**src/hdl/pdacc_pkg.sv**
```systemverilog
package pdacc_pkg;

    localparam int NUM_TEMPLATES = 3;
    localparam int CHANNEL_BITS  = 15;
    localparam int COUNT_BITS    = 24;
    localparam int AMP_BITS      = 48;
    localparam int LN_STEPS      = 60;
    localparam int LN_FRAC       = 60;
    localparam int CFG_ADDR_BITS = 6;
    localparam int CFG_DATA_BITS = 64;
    localparam int DEV_BITS      = 63;
    localparam int SUM_BITS      = 62;

    localparam logic [63:0]         DEV_LIMIT = (64'd1 << SUM_BITS) - 64'd1;
    localparam logic [DEV_BITS-1:0] DEV_FULL  = '1;

    typedef enum logic [1:0] {
        BG_NONE  = 2'd0,
        BG_QUAD  = 2'd1,
        BG_LIN   = 2'd2,
        BG_CONST = 2'd3
    } bg_mode_t;

    typedef enum logic [2:0] {
        REG_BG_MODE  = 3'd0,
        REG_REL_MASK = 3'd1,
        REG_BG_C0    = 3'd2,
        REG_BG_C1    = 3'd3,
        REG_BG_C2    = 3'd4,
        REG_AMP0     = 3'd5,
        REG_AMP1     = 3'd6,
        REG_AMP2     = 3'd7
    } reg_idx_t;

    typedef struct packed {
        logic [CHANNEL_BITS-1:0] channel;
        logic [COUNT_BITS-1:0]   observed_count;
        logic [COUNT_BITS-1:0]   template_count_0;
        logic [COUNT_BITS-1:0]   template_count_1;
        logic [COUNT_BITS-1:0]   template_count_2;
        logic                    last_channel;
    } in_item_t;

    typedef struct packed {
        logic [DEV_BITS-1:0] deviance;
        logic                model_negative;
        logic                overflowed;
    } out_item_t;

    typedef struct packed {
        bg_mode_t                   background_mode;
        logic [2:0]                 relative_mask;
        logic signed [AMP_BITS-1:0] bg_coeff_0;
        logic signed [AMP_BITS-1:0] bg_coeff_1;
        logic signed [AMP_BITS-1:0] bg_coeff_2;
        logic signed [AMP_BITS-1:0] amplitude_0;
        logic signed [AMP_BITS-1:0] amplitude_1;
        logic signed [AMP_BITS-1:0] amplitude_2;
    } cfg_t;

    typedef enum logic [3:0] {
        OP_NOP, OP_ACC_CLR, OP_MUL, OP_SAVE_REL1, OP_SAVE_REL2, OP_ACC_C0,
        OP_CHECK_Y, OP_LN_LOAD, OP_LN_NORM, OP_LN_MANT, OP_LN_ITER,
        OP_LN_FIN1, OP_LN_FIN2, OP_T_LOAD, OP_TERM, OP_EMIT
    } dp_op_t;

    typedef enum logic [2:0] {
        A_EFF0, A_EFF1, A_EFF2, A_C1, A_C2, A_D
    } a_sel_t;

    typedef enum logic [2:0] {
        B_AMP1, B_AMP2, B_T0, B_T1, B_T2, B_CH, B_CHSQ, B_NI
    } b_sel_t;

    typedef struct packed {
        dp_op_t     op;
        a_sel_t     a_sel;
        b_sel_t     b_sel;
        logic       ha;
        logic       hb;
        logic [5:0] idx;
        logic       ln_model;
    } cmd_t;

    typedef struct packed {
        logic y_neg;
        logic y_big;
        logic zero_case;
        logic out_free;
        logic last;
    } status_t;

    function automatic logic [LN_STEPS:0][63:0] ln_coef_calc();
        logic [LN_STEPS:0][63:0] tab;
        logic [63:0]             s;
        logic [63:0]             t;
        tab = '0;
        for (int k = 1; k <= LN_STEPS; k++) begin
            s = '0;
            for (int n = 1; k * n < LN_FRAC; n++) begin
                t = (64'd1 << (LN_FRAC - k * n)) / 64'(n);
                if (n[0]) s = s + t;
                else s = s - t;
            end
            tab[k] = s;
        end
        return tab;
    endfunction

    function automatic logic [63:0] ln2_calc();
        logic [63:0] s;
        s = '0;
        for (int n = 1; n < LN_FRAC; n++) begin
            s = s + (64'd1 << (LN_FRAC - n)) / 64'(n);
        end
        return s;
    endfunction

    localparam logic [LN_STEPS:0][63:0] LN_COEF   = ln_coef_calc();
    localparam logic signed [63:0]      LN2_Q60   = ln2_calc();
    localparam logic signed [32:0]      LN2_Q32_S = 33'(LN2_Q60 >>> 28);

endpackage

```
**src/hdl/pdacc_ctrl.sv**
```systemverilog
module pdacc_ctrl (
    input  logic               clk,
    input  logic               rst_n,
    input  logic               in_fire,
    input  pdacc_pkg::status_t status,
    output logic               in_ready,
    output pdacc_pkg::cmd_t    cmd
);

    typedef enum logic [5:0] {
        ST_IDLE     = 6'b000001,
        ST_MODEL    = 6'b000010,
        ST_LN_OBS   = 6'b000100,
        ST_LN_MODEL = 6'b001000,
        ST_TERM     = 6'b010000,
        ST_DONE     = 6'b100000
    } state_t;

    localparam logic [6:0] MODEL_LAST = 7'd26;
    localparam logic [6:0] LN_LAST    = 7'd69;
    localparam logic [6:0] TERM_LAST  = 7'd4;

    state_t     state_reg, state_next;
    logic [6:0] step_reg, step_next;
    logic [6:0] off;

    assign in_ready = (state_reg == ST_IDLE);

    always_ff @(posedge clk or negedge rst_n)
    begin
        if (!rst_n)
        begin
            state_reg <= ST_IDLE;
            step_reg  <= '0;
        end
        else
        begin
            state_reg <= state_next;
            step_reg  <= step_next;
        end
    end

    always_comb
    begin
        cmd        = '{op: pdacc_pkg::OP_NOP, a_sel: pdacc_pkg::A_EFF0,
                       b_sel: pdacc_pkg::B_T0, ha: 1'b0, hb: 1'b0, idx: 6'd0,
                       ln_model: 1'b0};
        state_next = state_reg;
        step_next  = step_reg + 7'd1;
        off        = '0;
        unique case (state_reg)
            ST_IDLE:
            begin
                step_next = '0;
                if (in_fire) state_next = ST_MODEL;
            end
            ST_MODEL:
            begin
                case (step_reg) inside
                    7'd0, 7'd7: cmd.op = pdacc_pkg::OP_ACC_CLR;
                    [7'd1:7'd4]:
                    begin
                        off       = step_reg - 7'd1;
                        cmd.op    = pdacc_pkg::OP_MUL;
                        cmd.a_sel = pdacc_pkg::A_EFF0;
                        cmd.b_sel = pdacc_pkg::B_AMP1;
                        cmd.ha    = off[1];
                        cmd.hb    = off[0];
                    end
                    7'd6: cmd.op = pdacc_pkg::OP_SAVE_REL1;
                    [7'd8:7'd11]:
                    begin
                        off       = step_reg - 7'd8;
                        cmd.op    = pdacc_pkg::OP_MUL;
                        cmd.a_sel = pdacc_pkg::A_EFF0;
                        cmd.b_sel = pdacc_pkg::B_AMP2;
                        cmd.ha    = off[1];
                        cmd.hb    = off[0];
                    end
                    7'd13: cmd.op = pdacc_pkg::OP_SAVE_REL2;
                    7'd14: cmd.op = pdacc_pkg::OP_ACC_C0;
                    [7'd15:7'd24]:
                    begin
                        cmd.op = pdacc_pkg::OP_MUL;
                        cmd.ha = !step_reg[0];
                        case (step_reg) inside
                            [7'd15:7'd16]:
                            begin
                                cmd.a_sel = pdacc_pkg::A_EFF0;
                                cmd.b_sel = pdacc_pkg::B_T0;
                            end
                            [7'd17:7'd18]:
                            begin
                                cmd.a_sel = pdacc_pkg::A_EFF1;
                                cmd.b_sel = pdacc_pkg::B_T1;
                            end
                            [7'd19:7'd20]:
                            begin
                                cmd.a_sel = pdacc_pkg::A_EFF2;
                                cmd.b_sel = pdacc_pkg::B_T2;
                            end
                            [7'd21:7'd22]:
                            begin
                                cmd.a_sel = pdacc_pkg::A_C1;
                                cmd.b_sel = pdacc_pkg::B_CH;
                            end
                            default:
                            begin
                                cmd.a_sel = pdacc_pkg::A_C2;
                                cmd.b_sel = pdacc_pkg::B_CHSQ;
                            end
                        endcase
                    end
                    MODEL_LAST: cmd.op = pdacc_pkg::OP_CHECK_Y;
                    default: cmd.op = pdacc_pkg::OP_NOP;
                endcase
                if (step_reg == MODEL_LAST)
                begin
                    step_next = '0;
                    if (status.y_neg || status.y_big || status.zero_case)
                        state_next = ST_DONE;
                    else
                        state_next = ST_LN_OBS;
                end
            end
            ST_LN_OBS, ST_LN_MODEL:
            begin
                cmd.ln_model = (state_reg == ST_LN_MODEL);
                case (step_reg) inside
                    7'd0: cmd.op = pdacc_pkg::OP_LN_LOAD;
                    [7'd1:7'd6]:
                    begin
                        off     = step_reg - 7'd1;
                        cmd.op  = pdacc_pkg::OP_LN_NORM;
                        cmd.idx = off[5:0];
                    end
                    7'd7: cmd.op = pdacc_pkg::OP_LN_MANT;
                    [7'd8:7'd67]:
                    begin
                        off     = step_reg - 7'd7;
                        cmd.op  = pdacc_pkg::OP_LN_ITER;
                        cmd.idx = off[5:0];
                    end
                    7'd68: cmd.op = pdacc_pkg::OP_LN_FIN1;
                    default: cmd.op = pdacc_pkg::OP_LN_FIN2;
                endcase
                if (step_reg == LN_LAST)
                begin
                    step_next  = '0;
                    state_next = (state_reg == ST_LN_OBS) ? ST_LN_MODEL : ST_TERM;
                end
            end
            ST_TERM:
            begin
                cmd.a_sel = pdacc_pkg::A_D;
                cmd.b_sel = pdacc_pkg::B_NI;
                case (step_reg) inside
                    7'd0: cmd.op = pdacc_pkg::OP_T_LOAD;
                    [7'd1:7'd2]:
                    begin
                        cmd.op = pdacc_pkg::OP_MUL;
                        cmd.ha = step_reg[1];
                    end
                    TERM_LAST: cmd.op = pdacc_pkg::OP_TERM;
                    default: cmd.op = pdacc_pkg::OP_NOP;
                endcase
                if (step_reg == TERM_LAST)
                begin
                    step_next  = '0;
                    state_next = ST_DONE;
                end
            end
            ST_DONE:
            begin
                step_next = '0;
                if (!status.last)
                begin
                    state_next = ST_IDLE;
                end
                else if (status.out_free)
                begin
                    cmd.op     = pdacc_pkg::OP_EMIT;
                    state_next = ST_IDLE;
                end
            end
        endcase
    end

endmodule

```
**config.mk**
```make
export PLATFORM = sky130hd
export DESIGN_NAME = pdacc_ctrl
export DESIGN_NICKNAME = d
export VERILOG_FILES = /design/src/hdl/pdacc_pkg.sv /design/src/hdl/pdacc_ctrl.sv
export SDC_FILE = /design/constraint.sdc
export NUM_CORES = 1
export LEC_CHECK = 0
export BUFFER_PORTS_ARGS = -buffer_cell sky130_fd_sc_hd__buf_4
export CORE_MARGIN = 5
export CORE_UTILIZATION = 57
export DETAILED_ROUTE_END_ITERATION = 16
export PLACE_DENSITY_LB_ADDON = 0.2
export SLEW_MARGIN = 20
export SYNTH_ARGS = -nofsm -noshare
export SYNTH_HDL_FRONTEND = slang
export SYNTH_SLANG_ARGS = --single-unit
export TNS_END_PERCENT = 10
```
**constraint.sdc**
```tcl
create_clock -name clk -period 3.2 [get_ports clk]
set_input_delay 0.16 -clock clk [delete_from_list [all_inputs] [get_ports clk]]
set_output_delay 0.16 -clock clk [all_outputs]
set_load 0.01 [all_outputs]
```
* Word-level counts from Yosys, hierarchy flattened
Index checks and enable logic that the tools add are counted.
Cells by class: add/subtract/negate cells 4, multipliers 0, div/mod/pow operators 0, $lt $le $gt $ge 16, equal/unequal tests 19, shift operators 0, multiplexer cells 56, bitwise operators 0, reductions and logical operators 18
Operator list (number):
- $mux 6 | 15
- $mux 7 | 11
- $mux 3 | 12
- $le 7x5->1 const B | 5
- $pmux 6 s5 | 1
- $pmux 7 s4 | 1
- $mux 4 | 6
- $eq 7x3->1 const B | 3
- $ge 7x5->1 const B | 3
- $pmux 4 s4 | 1
- $eq 7x4->1 const B | 2
- $eq 7x7->1 const B | 2
- $ge 7x4->1 const B | 2
- $le 7x3->1 const B | 2
- $pmux 7 s2 | 1
- $logic_and 1x1->1 | 10
- $ne 2x2->1 const B | 4
- $add 7x1->7 const B | 1
- $eq 7x5->1 const B | 1
- $ge 7x1->1 const B | 1
- $le 7x2->1 const B | 1
- $le 7x4->1 const B | 1
- $le 7x7->1 const B | 1
- $logic_not 7->1 | 1
- 16 further kinds | 25
Word-level totals: flip-flop bits (word level) 13, bits in latches 0, bits in writable memories 0, bits in read-only memories 0, input port bits 8, output and inout bits 20, word-level logic and storage cells 115, memories 0

* Depth between registers and ports, before layout
depth after elaboration 14, gate-level depth with buffers 9, mapped depth without buffers 7

* Worst setup path after synthesis
OpenSTA, ideal clock, no wires.
path type register to output, from reg step_reg[1], to out cmd[14] in the netlist's numbering, arrival time 2.494 ns, required time 3.040 ns, setup slack 0.546 ns, cell stages (with the launch flop) 9, path buffers 1, cell sequence dfrtp_1 > clkbuf_1 > inv_1 > ha_1 > or4_1 > and3_1 > a2111oi_4 > nand4_2 > o21ai_1
RTL lines:
- start: declaration | line pdacc_ctrl.sv:24 | logic [6:0] step_reg, step_next;
- start signal: assignment | line pdacc_ctrl.sv:39 | step_reg <= step_next;
- end: declaration | line pdacc_ctrl.sv:7 | output pdacc_pkg::cmd_t cmd

==> results_dict.tcl <==
set metrics [dict create \
    dp_hpwl_um 3710 \
    final_antenna_net_count 0 \
    drtIter0Drc 193 \
    gp_congestion 0.993 \
    powerDensity_mw_per_mm2 1110 \
    synth_edf_count 0 \
    syn-num-nets 227 \
    fmax_ghz 0.351 \
    clk_pin_slew_ns 0.08 \
    report.final.setup_viol 0 \
    cpMaxStageDelayCell "or4_1" \
    drv_cap 0 \
    pre_cts_ws_ns 0.676 \
    finalHoldViolCount 0 \
    path_cells "ha_1 -> or4_1 -> and3_1 -> a2111oi_4 -> nand4_2 -> o21ai_1 -> buf_4" \
    vdd_drop_max_v 0.000897 \
    layout-drive-gt1-share 0.205 \
    min_period_ns 2.85 \
    path_buf_inv 1 \
    nNetsFinal 248 \
    hold_buffers 1 \
    wl_per_cell_um 18.7 \
    synthArstFlopShare 1.00 \
    finalWorstSetupSlack_ns 0.349 \
    min_from "in_fire" \
    vias 1816 \
    hold_ws_ns 0.112 \
    ioPinCount 28 \
    cp_data_required_time_ns 3.04 \
    root_buffer "clkbuf_4" \
    p_total_mw 2.03 \
    slew_violations 0 \
    synth_cell_type_count 58 \
    ys_seq_area_frac 0.202 \
    drcViolationCount 0 \
    ys_warn_count 0 \
    die_x_um 63.3 \
    post-cts-setup-buffer-count 0 \
    finalClockSkew_ns 0.00223 \
    avgSynthCellArea_sq_um 7.56 \
    leakage_nw 0.787 \
    start_util 0.592 \
    cts_sinks 13 \
    cts_buffers 3 \
    die_area_sq_mm 0.00400 \
    antenna_cells 0 \
    ys.flop_type "dfrtp_1" \
    critPathKind "reg2out" \
    synth_cells 214 \
    r2r_start "step_reg[6]" \
    synth-seq-cells 13 \
    vias_per_cell 6.85 \
    htreeDepth 1 \
    period_share 0.891 \
    grt_util_all_layers 0.261 \
    reg2reg_slack_ns 0.74 \
    end_kind "output port" \
    drt_first_pass_iters 5 \
    fillers 240 \
    die_h_um 63.3 \
    placementRows 19 \
    grt_pass1_vias 1778 \
    largest_reg_flops 7 \
    cts_resized 0 \
    hold_class "in2reg" \
    fin_setup_tns_ns 0 \
    cp-startpoint "step_reg[0]" \
    grt-ovfl-total 0 \
    cp_max_fo 10 \
    cp-start-kind "flip-flop" \
    status "complete, no violations" \
    antenna_found_initial 0 \
    rsz0062_at_grt "no" \
    worst_pin_slew_ns 0.838 \
    instances_no_fill 265 \
    wl_um 4950 \
    grt_first_pass_wirelength_um 8550 \
    core_area_sq_mm 0.00273 \
    slew_headroom 0.437 \
    cts.path.max_buffers 2 \
    max_stage_delay_ns 0.57 \
    cts_tree "built" \
    grt_max_degree 17 \
    dp.cells 260 \
    crit_family "simple AND/OR/NAND/NOR gates" \
    syn2layout_area_growth_pct 13.3 \
    syn-cell-area_sq_mm 0.00162 \
    port_buffers 27 \
    critPathArrivalTime_ns 2.69 \
    clk_latency_ns 0.28 \
]
-- logic make-up after synthesis --
| group | after synthesis | share of synthesized area |
|---|---|---|
| adder cells (fa/ha/maj) | 5 | 0.0387 |
| buffers and inverters | 23 | 0.0742 |
| AND/OR/NAND/NOR | 102 | 0.353 |
| flip-flops | 13 | 0.202 |
| multiplexers | 3 | 0.0201 |
| AO/OA/AOI/OAI | 56 | 0.247 |
| XOR/XNOR | 12 | 0.0650 |
-- cell type report --
| class | instances | area [sq um] | share of cell area |
|---|---|---|---|
| Clock inverter | 1 | 5.00 | 0.00273 |
| Inverter | 7 | 26.3 | 0.0143 |
| Sequential cell | 13 | 327 | 0.178 |
| Clock buffer | 3 | 22.5 | 0.0123 |
| Multi-Input combinational cell | 178 | 1170 | 0.639 |
| Timing Repair Buffer | 32 | 243 | 0.132 |
| Tap cell | 31 | 38.8 | 0.0212 |
-- tightest hold or removal path, cell delays in order --
cell	delay [ns]
buf_4	0.07
inv_1	0.04
o2bb2ai_1	0.12
-- metal layers --
metal | global-route usage | wire length [um] | vias up
li1 | - | - | 836
met1 | 0.319 | 1950 | 849
met2 | 0.429 | 2380 | 104
met3 | 0.0462 | 387 | 27
met4 | 0.148 | 232 | 0
met5 | 0 | 0 | -
-- cell usage in the layout, fill, tap and decap left out, types with 4 or more instances in the layout --
master and n:
buf_4 31, nor2_1 26, nand2_1 17, o21ai_0 16, nor3_1 14, dfrtp_1 12
xnor2_1 10, a21oi_1 9, inv_1 7, nand3_1 6, and3_1 5, nand3b_1 5
ha_1 5, o2111ai_1 4, o31ai_1 4
-- cells in the mapped netlist (all sizes together), types with 4 or more instances --
master | n | area share
nor2 | 26 | 0.060
nand2 | 17 | 0.039
o21ai | 17 | 0.053
nor3 | 16 | 0.056
dfrtp | 12 | 0.19
xnor2 | 10 | 0.054
a21oi | 9 | 0.028
clkbuf | 9 | 0.021
buf | 7 | 0.037
inv | 7 | 0.016
nand3 | 6 | 0.019
and3 | 5 | 0.019
ha | 5 | 0.039
nand3b | 5 | 0.023
o2111ai | 5 | 0.031
o31ai | 4 | 0.019
or4 | 4 | 0.021
-- final timing paths --
check	to	cells past startpoint
worst max-delay path	cmd[14]	7
worst min-delay path	state_reg[0]	3
worst max register to register	state_reg[2]	5
worst min register to register	state_reg[3]	1
max in group asynchronous	state_reg[0]	2
min in group asynchronous	state_reg[4]	2
-- where the power goes --
part / switching, mW / internal (mW) / total [mW]
sequential: 0.132 / 0.224 / 0.356
combinational: 0.939 / 0.636 / 1.58
clock: 0.0565 / 0.0464 / 0.103
-- through the flow --
step                instance area [sq um]   util
global placement                     1800  0.657
detailed placement                   1800  0.657
CTS                                  1830  0.670
global route                         1830  0.670
finish                               1830  0.670
floorplan                            1620      -
Power figures use the tool's default switching activity.
