--- src/hdl/pdacc_pkg.sv ---
package pdacc_pkg;

    localparam int NUM_TEMPLATES = 3;
    localparam int CHANNEL_BITS  = 15;
    localparam int COUNT_BITS    = 24;
    localparam int AMP_BITS      = 48;
    localparam int LN_STEPS      = 60;
    localparam int LN_FRAC       = 60;
    localparam int CFG_ADDR_BITS = 6;
    localparam int CFG_DATA_BITS = 64;
    localparam int DEV_BITS      = 63;
    localparam int SUM_BITS      = 62;

    localparam logic [63:0]         DEV_LIMIT = (64'd1 << SUM_BITS) - 64'd1;
    localparam logic [DEV_BITS-1:0] DEV_FULL  = '1;

    typedef enum logic [1:0] {
        BG_NONE  = 2'd0,
        BG_QUAD  = 2'd1,
        BG_LIN   = 2'd2,
        BG_CONST = 2'd3
    } bg_mode_t;

    typedef enum logic [2:0] {
        REG_BG_MODE  = 3'd0,
        REG_REL_MASK = 3'd1,
        REG_BG_C0    = 3'd2,
        REG_BG_C1    = 3'd3,
        REG_BG_C2    = 3'd4,
        REG_AMP0     = 3'd5,
        REG_AMP1     = 3'd6,
        REG_AMP2     = 3'd7
    } reg_idx_t;

    typedef struct packed {
        logic [CHANNEL_BITS-1:0] channel;
        logic [COUNT_BITS-1:0]   observed_count;
        logic [COUNT_BITS-1:0]   template_count_0;
        logic [COUNT_BITS-1:0]   template_count_1;
        logic [COUNT_BITS-1:0]   template_count_2;
        logic                    last_channel;
    } in_item_t;

    typedef struct packed {
        logic [DEV_BITS-1:0] deviance;
        logic                model_negative;
        logic                overflowed;
    } out_item_t;

    typedef struct packed {
        bg_mode_t                   background_mode;
        logic [2:0]                 relative_mask;
        logic signed [AMP_BITS-1:0] bg_coeff_0;
        logic signed [AMP_BITS-1:0] bg_coeff_1;
        logic signed [AMP_BITS-1:0] bg_coeff_2;
        logic signed [AMP_BITS-1:0] amplitude_0;
        logic signed [AMP_BITS-1:0] amplitude_1;
        logic signed [AMP_BITS-1:0] amplitude_2;
    } cfg_t;

    typedef enum logic [3:0] {
        OP_NOP, OP_ACC_CLR, OP_MUL, OP_SAVE_REL1, OP_SAVE_REL2, OP_ACC_C0,
        OP_CHECK_Y, OP_LN_LOAD, OP_LN_NORM, OP_LN_MANT, OP_LN_ITER,
        OP_LN_FIN1, OP_LN_FIN2, OP_T_LOAD, OP_TERM, OP_EMIT
    } dp_op_t;

    typedef enum logic [2:0] {
        A_EFF0, A_EFF1, A_EFF2, A_C1, A_C2, A_D
    } a_sel_t;

    typedef enum logic [2:0] {
        B_AMP1, B_AMP2, B_T0, B_T1, B_T2, B_CH, B_CHSQ, B_NI
    } b_sel_t;

    typedef struct packed {
        dp_op_t     op;
        a_sel_t     a_sel;
        b_sel_t     b_sel;
        logic       ha;
        logic       hb;
        logic [5:0] idx;
        logic       ln_model;
    } cmd_t;

    typedef struct packed {
        logic y_neg;
        logic y_big;
        logic zero_case;
        logic out_free;
        logic last;
    } status_t;

    function automatic logic [LN_STEPS:0][63:0] ln_coef_calc();
        logic [LN_STEPS:0][63:0] tab;
        logic [63:0]             s;
        logic [63:0]             t;
        tab = '0;
        for (int k = 1; k <= LN_STEPS; k++) begin
            s = '0;
            for (int n = 1; k * n < LN_FRAC; n++) begin
                t = (64'd1 << (LN_FRAC - k * n)) / 64'(n);
                if (n[0]) s = s + t;
                else s = s - t;
            end
            tab[k] = s;
        end
        return tab;
    endfunction

    function automatic logic [63:0] ln2_calc();
        logic [63:0] s;
        s = '0;
        for (int n = 1; n < LN_FRAC; n++) begin
            s = s + (64'd1 << (LN_FRAC - n)) / 64'(n);
        end
        return s;
    endfunction

    localparam logic [LN_STEPS:0][63:0] LN_COEF   = ln_coef_calc();
    localparam logic signed [63:0]      LN2_Q60   = ln2_calc();
    localparam logic signed [32:0]      LN2_Q32_S = 33'(LN2_Q60 >>> 28);

endpackage

--- src/hdl/pdacc_regs.sv ---
module pdacc_regs (
    input  logic                                   clk,
    input  logic                                   rst_n,
    input  logic                                   psel,
    input  logic                                   penable,
    input  logic                                   pwrite,
    input  logic [pdacc_pkg::CFG_ADDR_BITS-1:0]    paddr,
    input  logic [pdacc_pkg::CFG_DATA_BITS-1:0]    pwdata,
    output logic [pdacc_pkg::CFG_DATA_BITS-1:0]    prdata,
    output logic                                   pready,
    output pdacc_pkg::cfg_t                        cfg
);

    pdacc_pkg::cfg_t     cfg_reg;
    pdacc_pkg::reg_idx_t idx;
    logic                wr_en;

    assign idx    = pdacc_pkg::reg_idx_t'(paddr[pdacc_pkg::CFG_ADDR_BITS-1:3]);
    assign wr_en  = psel && penable && pwrite;
    assign pready = 1'b1;
    assign cfg    = cfg_reg;

    always_ff @(posedge clk or negedge rst_n)
    begin
        if (!rst_n)
        begin
            cfg_reg <= '0;
        end
        else if (wr_en)
        begin
            unique case (idx)
                pdacc_pkg::REG_BG_MODE:
                    cfg_reg.background_mode <= pdacc_pkg::bg_mode_t'(pwdata[1:0]);
                pdacc_pkg::REG_REL_MASK: cfg_reg.relative_mask <= pwdata[2:0];
                pdacc_pkg::REG_BG_C0: cfg_reg.bg_coeff_0 <= pwdata[pdacc_pkg::AMP_BITS-1:0];
                pdacc_pkg::REG_BG_C1: cfg_reg.bg_coeff_1 <= pwdata[pdacc_pkg::AMP_BITS-1:0];
                pdacc_pkg::REG_BG_C2: cfg_reg.bg_coeff_2 <= pwdata[pdacc_pkg::AMP_BITS-1:0];
                pdacc_pkg::REG_AMP0: cfg_reg.amplitude_0 <= pwdata[pdacc_pkg::AMP_BITS-1:0];
                pdacc_pkg::REG_AMP1: cfg_reg.amplitude_1 <= pwdata[pdacc_pkg::AMP_BITS-1:0];
                pdacc_pkg::REG_AMP2: cfg_reg.amplitude_2 <= pwdata[pdacc_pkg::AMP_BITS-1:0];
            endcase
        end
    end

    always_comb
    begin
        unique case (idx)
            pdacc_pkg::REG_BG_MODE:  prdata = 64'({cfg_reg.background_mode});
            pdacc_pkg::REG_REL_MASK: prdata = 64'({cfg_reg.relative_mask});
            pdacc_pkg::REG_BG_C0:    prdata = 64'({cfg_reg.bg_coeff_0});
            pdacc_pkg::REG_BG_C1:    prdata = 64'({cfg_reg.bg_coeff_1});
            pdacc_pkg::REG_BG_C2:    prdata = 64'({cfg_reg.bg_coeff_2});
            pdacc_pkg::REG_AMP0:     prdata = 64'({cfg_reg.amplitude_0});
            pdacc_pkg::REG_AMP1:     prdata = 64'({cfg_reg.amplitude_1});
            pdacc_pkg::REG_AMP2:     prdata = 64'({cfg_reg.amplitude_2});
        endcase
    end

endmodule

--- config.mk ---
export PLATFORM = sky130hd
export DESIGN_NAME = pdacc_regs
export DESIGN_NICKNAME = d
export VERILOG_FILES = /design/src/hdl/pdacc_pkg.sv /design/src/hdl/pdacc_regs.sv
export SDC_FILE = /design/constraint.sdc
export NUM_CORES = 1
export LEC_CHECK = 0
export BUFFER_PORTS_ARGS = -buffer_cell sky130_fd_sc_hd__buf_2
export CORE_ASPECT_RATIO = 0.7
export CORE_MARGIN = 2
export CORE_UTILIZATION = 55
export DETAILED_ROUTE_END_ITERATION = 8
export GPL_TIMING_DRIVEN = 1
export HOLD_SLACK_MARGIN = 0.15
export PLACE_DENSITY = 0.86
export RECOVER_POWER = 50
export SYNTH_ARGS = -nofsm -noshare
export SYNTH_HDL_FRONTEND = slang
export SYNTH_SLANG_ARGS = --single-unit
--- constraint.sdc ---
create_clock -name clk -period 1.8 [get_ports clk]
set_input_delay 0.09 -clock clk [delete_from_list [all_inputs] [get_ports clk]]
set_output_delay 0.09 -clock clk [all_outputs]
set_load 0.01 [all_outputs]
* After elaboration in Yosys (flattened, before gate mapping)
Index checks and enable logic that the tools add are counted.
** Storage, ports and cells
- Flip-flop bits (word level) :: 293
- Bits of input ports :: 75
- Output and inout bits :: 358
** Cells by class
- Equal/unequal tests :: 7
- Multiplexer cells :: 1
- Reductions and logical operators :: 11
** Operator list (count)
- case mux 64 bit (8 select lines) :: 1
- AND reduction 2 bit :: 8
- == test 3 bit (second input constant) :: 4
- == test 3 x 2 -> 1 bit (second input constant) :: 2
- == test 3 x 1 -> 1 bit (second input constant) :: 1
- logical NOT 3 bit :: 1
- logical AND 1 bit :: 2

* Logic depth before layout (Yosys ltp)
Gate-level depths: netlist of run 1.
- Depth after elaboration :: 3
- Depth in mapped cells :: 6
- Gate-level depth less buffers :: 3

* Worst setup path before layout of run 1
OpenSTA, ideal clock, no wires.
- Path type :: input-to-reg
- Start :: input port paddr[5] in the netlist's numbering
- End :: register cfg_reg, in the netlist cfg[219]
- Setup time :: 0.125 ns
- Data arrival time :: 1.279 ns
- Required time :: 1.675 ns
- Slack :: 0.396 ns
- Stages on the path :: 6
- Buffers on the path :: 3
- Cell sequence :: buf_2 -> nand2b_1 -> nor2_1 -> buf_2 -> buf_2 -> mux2_2
** Between the ends
- Cells in the longest elaborated chain, start to end :: 2
** RTL lines
- start, declared :: line pdacc_regs.sv:7 : input logic [pdacc_pkg::CFG_ADDR_BITS-1:0] paddr,
- == test 3 x 2 -> 1 bit :: line pdacc_regs.sv:31 : unique case (idx)
- AND reduction 2 bit (no line)
- end, declared :: line pdacc_regs.sv:14 : pdacc_pkg::cfg_t cfg_reg;
No other way between the ends.
A chain may end at the register's enable or synchronous reset.

* Final worst setup path of run 1
- Start :: register cfg_reg, in the netlist cfg[97]
- End :: output port prdata[1] in the netlist's numbering
** Between the ends
- Cells in the longest elaborated chain, start to end :: 1
** RTL lines
- case mux 64 bit (8 select lines) :: line pdacc_regs.sv:47 : unique case (idx)
- end, declared :: line pdacc_regs.sv:9 : output logic [pdacc_pkg::CFG_DATA_BITS-1:0] prdata,
No other way between the ends. The select of a mux whose other input is x is not followed.

==> results of run 1 <==
==> critical path, delay by kind of cell (launching register included) <==
kind / cells / cell delay (ps)
DFF: 1 / 410
muxes: 2 / 760
buffers and inverters: 1 / 120
==> power groups by stage <==
stage | Clock [mW] | Sequential (mW) | Combinational [mW]
CTS | 6.07 | 8.93 | 5.43
detailed placement | 0 | 9.04 | 5.13
floorplan | 0 | 9.44 | 2.11
finish | 6.03 | 9.00 | 5.33
global route | 6.39 | 9.14 | 5.67
global placement | 0 | 8.96 | 4.98
==> cell usage in the layout, fill, tap and decap left out, drive strengths merged, types with 5 or more instances in the layout <==
cell type and n:
mux2 312, dfrtp 293, buf 268, clkbuf 256, mux2i 88, dlygate4sd3 50, o2bb2ai 27, nor2 27
a221o 20, a22o 18, conb 17, o21ai 14, o22a 11, nand3 5, clkinv 5
==> worst paths after layout <==
check,startpoint,slack [ps],cells past startpoint,end
max in group asynchronous,rst_n,140,4,cfg[288]$_DFFE_PN0P_
max reg2reg,cfg[121]$_DFFE_PN0P_,740,3,cfg[121]$_DFFE_PN0P_
min,paddr[3],250,4,cfg[292]$_DFFE_PN0P_
min reg2reg,cfg[266]$_DFFE_PN0P_,520,1,cfg[266]$_DFFE_PN0P_
max,cfg[97]$_DFFE_PN0P_,-110,3,prdata[1]
min in group asynchronous,rst_n,810,3,cfg[33]$_DFFE_PN0P_
==> what timing repair did <==
item	in CTS	in global routing
setup endpoints to repair	12	18
hold buffers	50	0
pin swaps	2	2
buffers inserted	17	14
resized for setup	6	13
endpoints found under the hold margin	586	0
==> logic make-up after synthesis <==
group	after synthesis
mux	404
flops	293
compound gates	103
buf+inv	85
simple gates	48
other cells	2
==> final cells by class <==
class | instances | area [µm²] | share of cell area, %
Multi-Input combinational cell | 572 | 5710 | 32.8
Sequential cell | 293 | 7330 | 42.1
Clock buffer | 44 | 852 | 4.90
Tap cell | 318 | 398 | 2.29
Clock inverter | 7 | 85.1 | 0.489
Antenna cell | 3 | 7.51 | 0.0432
Timing Repair Buffer | 530 | 3010 | 17.3
==> per-layer routing <==
metal  part of all wire (%)  vias to the layer above
met5                      0                        -
met4                    3.2                        0
met3                    9.1                      116
met2                     48                      584
met1                     40                     5431
li1                       -                     4433
==> cells in the mapped netlist (3+ instances only) <==
| library cell | n | area, µm² |
|---|---|---|
| dfrtp_1 | 293 | 7330 |
| mux2_2 | 292 | 3290 |
| buf_4 | 28 | 210 |
| a22o_1 | 18 | 158 |
| o2bb2ai_1 | 27 | 236 |
| nor2b_1 | 3 | 18.8 |
| a22oi_1 | 3 | 22.5 |
| a221o_1 | 20 | 200 |
| a221oi_1 | 3 | 26.3 |
| o221ai_1 | 3 | 26.3 |
| mux2_1 | 20 | 225 |
| o22a_1 | 11 | 96.3 |
| nor2_1 | 26 | 97.6 |
| buf_6 | 3 | 33.8 |
| a21oi_1 | 3 | 15.0 |
| buf_2 | 33 | 165 |
| mux2i_1 | 88 | 881 |
| nand3_1 | 5 | 25.0 |
| buf_1 | 4 | 15.0 |
| clkbuf_1 | 17 | 63.8 |
| nand2b_1 | 4 | 25.0 |
| o21ai_0 | 14 | 70.1 |
| mux4_2 | 4 | 90.1 |
==> impl_metrics.ini, run 1 <==
[outcome]
outcome = finished, violations left
violations = negative setup slack

[global_route]
overflow = 0
grt_pass1_vias = 10716
track_usage_pct = 32.6
use_met1_pct = 43.3
use_met3_pct = 7.33
grt_antenna_before_repair = 2
grt-busiest-layer = met2
grtUsageMet2_pct = 53.4
grt_max_degree = 83
grt_pass1_wl_um = 64000

[floorplan]
io_pins = 433
start_util_pct = 56.3
num_rows = 47
die_w_um = 191
core_um2 = 23800
die_area_um2 = 25700
die_height_um = 135

[routing]
viasPerCell = 5.98
vias = 10564
totalWireLength_um = 43000
firstDrtPassIters = 5
drt-wirelength-per-cell_um = 24.3
antenna_left = 0
drcViolationCount = 0
drt_iter0_drc = 712

[clock_network]
cts_inserted_buffers = 29
clock-sinks = 293
cts_root_buffer = clkbuf_16
cts_tree = yes
ctsHtreeMaxLevel = 1
cts.clk_slew.worst_paths_ps = 60
cts_max_path_buffers = 3
clk_latency_ps = 530

[placed_design]
place.gp.congestion = 0.881
dpl_cell_area_um2 = 16000
dp.cells = 1632
hpwl_um = 28500
place_ws_ps = -0.498
portBuffers = 396

[synthesis]
avgSynthCellArea_um2 = 14.3
synth_seq_cells = 293
synth-async-reset-ratio_pct = 100
yosysSeqAreaShare_pct = 54.7
yosysUniqueCellTypes = 32
synth_warnings = 0
yosys.area_share.adder_pct = 0
synth_xor_area_share_pct = 0
synthFlopType = dfrtp_1
synth_top_family_by_area = multiplexers
netlist_area_um2 = 13400
synth_edf_count = 0
syn_inst = 935
synth_compound_area_share_pct = 6.40
synthMuxAreaShare_pct = 33.5
yosys.area_share.simple_pct = 1.75

[pwr]
powerDensity_nw_per_um2 = 1170
p_int_mw = 14.0
p_seq_share_pct = 44.2
p_leak_nw = 8.33
pwr-share-comb_pct = 26.2
p_switching_mw = 6.38
p_total_mw = 20.4
power_frac_clock_pct = 29.6
ir_worst_vdd_mv = 0.773
p_sw_share_pct = 31.4

[sta]
hold_slack_ps = 248
drv_slew = 0
fmax_mhz = 523
min_period_ps = 1910
timing.final.ws_setup_ps = -111
rsz0062_at_grt = true
hold_viol = 0
tns_ps = -283
finClkSkew_ps = 0
setup_viol = 9
fin_crit_sh_pct = 106
maxSlewHeadroom_pct = 28.6
worst_pin_slew_ps = 1070

[job]
max_cap_viol_count = 0

[critical_path]
cp.required_ps = 1710
path_cells = mux4_2 -> mux2_4 -> buf_6
cp.arrival_ps = 1820
critPathMaxStageDelay_ps = 480
start_kind = register
crit_type = register to output port
cp-end-kind = output port
crit_path_top_delay_cell = mux4_2
crit_fanout = 3

[cells_and_area]
fin_area_um2 = 17400
largest_reg_flops = 293
layout.nets = 1501
stdcell_count = 1767
utilization_pct = 73.0
fillers = 1634
area_growth_pct = 29.8
drive_gt1_share_pct = 43.6

[hold_path]
hp-class = input port to register
No activity file was read; power rests on OpenSTA's default activity.
==> run 2, diff against run 1 <==
==> constraint.sdc (replaced) <==
create_clock -name clk -period 2.45 [get_ports clk]
set_input_delay 0.1225 -clock clk [delete_from_list [all_inputs] [get_ports clk]]
set_output_delay 0.1225 -clock clk [all_outputs]
set_load 0.01 [all_outputs]
==> impl_metrics.ini, run 2 (synthesis results as in run 1) <==
[hold_path]
hold_start = pwrite
holdPathStages = 4
min_to = cfg[292]$_DFFE_PN0P_
hp-class = input port to register

[critical_path]
crit_buf_inv = 3
path_cells = buf_4 -> clkbuf_2 -> mux2i_1 -> nor2_1 -> a221o_1 -> buf_2
crit_type = input port to output port
cp.arrival_ps = 2040
crit_path_top_delay_cell = clkbuf_2
rr_worst_depth = 1
cp.required_ps = 2330
start_kind = input port
cp.depth = 6
r2r_end = cfg[267]$_DFFE_PN0P_
cp-end-kind = output port
r2r_start = cfg[267]$_DFFE_PN0P_
critical-path-top-delay-family = buffers and inverters
critPathMaxStageDelay_ps = 730
rrSetupSlack_ps = 1580
crit_fanout = 30

[cells_and_area]
antenna_cells = 0
largest_reg_flops = 293
layout_commonest_cell = buf_2
layout.nets = 1457
area_growth_pct = 27.0
final_cell_mix = buf_2 (324), dfrtp_1 (293), mux2_2 (291)
drive_gt1_share_pct = 50.0

[routing]
drt-wirelength-per-cell_um = 24.3
vias = 10228
drt_iter0_drc = 553
totalWireLength_um = 41800
viasPerCell = 5.95
antenna_left = 0
firstDrtPassIters = 6
drcViolationCount = 0

[global_route]
grt_antenna_before_repair = 1
track_usage_pct = 31.8
grt_pass1_wl_um = 62100
grt_max_degree = 60
overflow = 0
grt_pass1_vias = 10559

[sta]
setup_viol = 0
fin_crit_sh_pct = 88.4
worst_pin_slew_ps = 1470
maxSlewHeadroom_pct = 2.23
drv_slew = 0
hold_viol = 0
rsz0062_at_grt = false
min_period_ps = 2170
finClkSkew_ps = 0
tns_ps = 0
fmax_mhz = 462

[job]
max_cap_viol_count = 0

[pwr]
p_total_mw = 14.7
p_leak_nw = 8.46
ir_worst_vdd_mv = 0.624
powerDensity_nw_per_um2 = 862

[clock_network]
post_cts_buffers = 0
cts_root_buffer = clkbuf_16
clock-sinks = 293
cts.clk_slew.worst_paths_ps = 60
cts_max_path_buffers = 3
cts_inserted_buffers = 29
clk_latency_ps = 530
cts_tree = yes
ctsHtreeMaxLevel = 1

[floorplan]
die_area_um2 = 25700
num_rows = 47
die_w_um = 191
core_um2 = 23800
die_height_um = 135
start_util_pct = 56.3
io_pins = 433

[placed_design]
hpwl_um = 27900
portBuffers = 396
place.gp.congestion = 0.846

[outcome]
outcome = finished, final reports clean
[run 2: cell count changes in the layout (fill, tap and decap cells not counted), sizes merged]
cell / previous run / this run
dlygate4sd3: 50 / 49
clkinvlp: 0 / 2
buf: 268 / 350
diode: 3 / 0
clkbuf: 256 / 126
bufinv: 2 / 1
clkinv: 5 / 8
[run 2: final cells by class]
cell class / instances / area, µm²
Clock inverter: 11 / 88.8
Clock buffer: 39 / 833
Timing Repair Buffer: 486 / 2710
Tap cell: 318 / 398
Fill cell: 1632 / 6790
Sequential cell: 293 / 7330
Multi-Input combinational cell: 572 / 5660
[run 2: power breakdown]
group	leakage [nW]	internal (mW)	switching (mW)
Sequential	3.75	5.79	0.790
Clock	0.457	2.47	1.87
Combinational	4.25	1.82	1.93
Total	8.46	10.1	4.59
[run 2: routing by layer]
layer | global-route usage (%) | part of all wire [%]
met5 | 0 | 0.022
met1 | 40.4 | 40
met3 | 8.26 | 8.7
met4 | 10.2 | 3.1
met2 | 53.5 | 48
[run 2: worst max-delay path by stage]
stage,from,endpoint,slack (ps)
3_3_place_gp,paddr[3],prdata[26],470
3_5_place_dp,paddr[3],cfg[113]$_DFFE_PN0P_,450
5_1_grt,paddr[3],prdata[7],250
6_report,paddr[3],prdata[7],280
2_1_floorplan,paddr[5],cfg[219]$_DFFE_PN0P_,1010
4_1_cts,paddr[4],prdata[0],480
[run 2: timing repair]
| action | CTS | global route |
|---|---|---|
| endpoints found under the hold margin | 536 | 0 |
| gates resized for setup | 0 | 0 |
| hold buffers | 50 | 0 |
[run 2: tightest hold or removal path: stages]
cell and delay (ps):
buf_2 110, nand4b_1 220, or3_1 200, mux2_2 160
[run 2: stage by stage]
step | area, µm² | cells | hold WS [ps] | setup WS, ps | util [%]
detailed placement | 15800 | 1619 | 81.0 | 450 | 66.4
floorplan | 13500 | 950 | -173 | 1010 | -
global placement | 15800 | 1619 | 84.1 | 474 | 66.4
CTS | 17300 | 1719 | 211 | 482 | 72.4
global route | 17000 | 1719 | 339 | 246 | 71.5
finish | 17000 | 1719 | 307 | 285 | 71.5
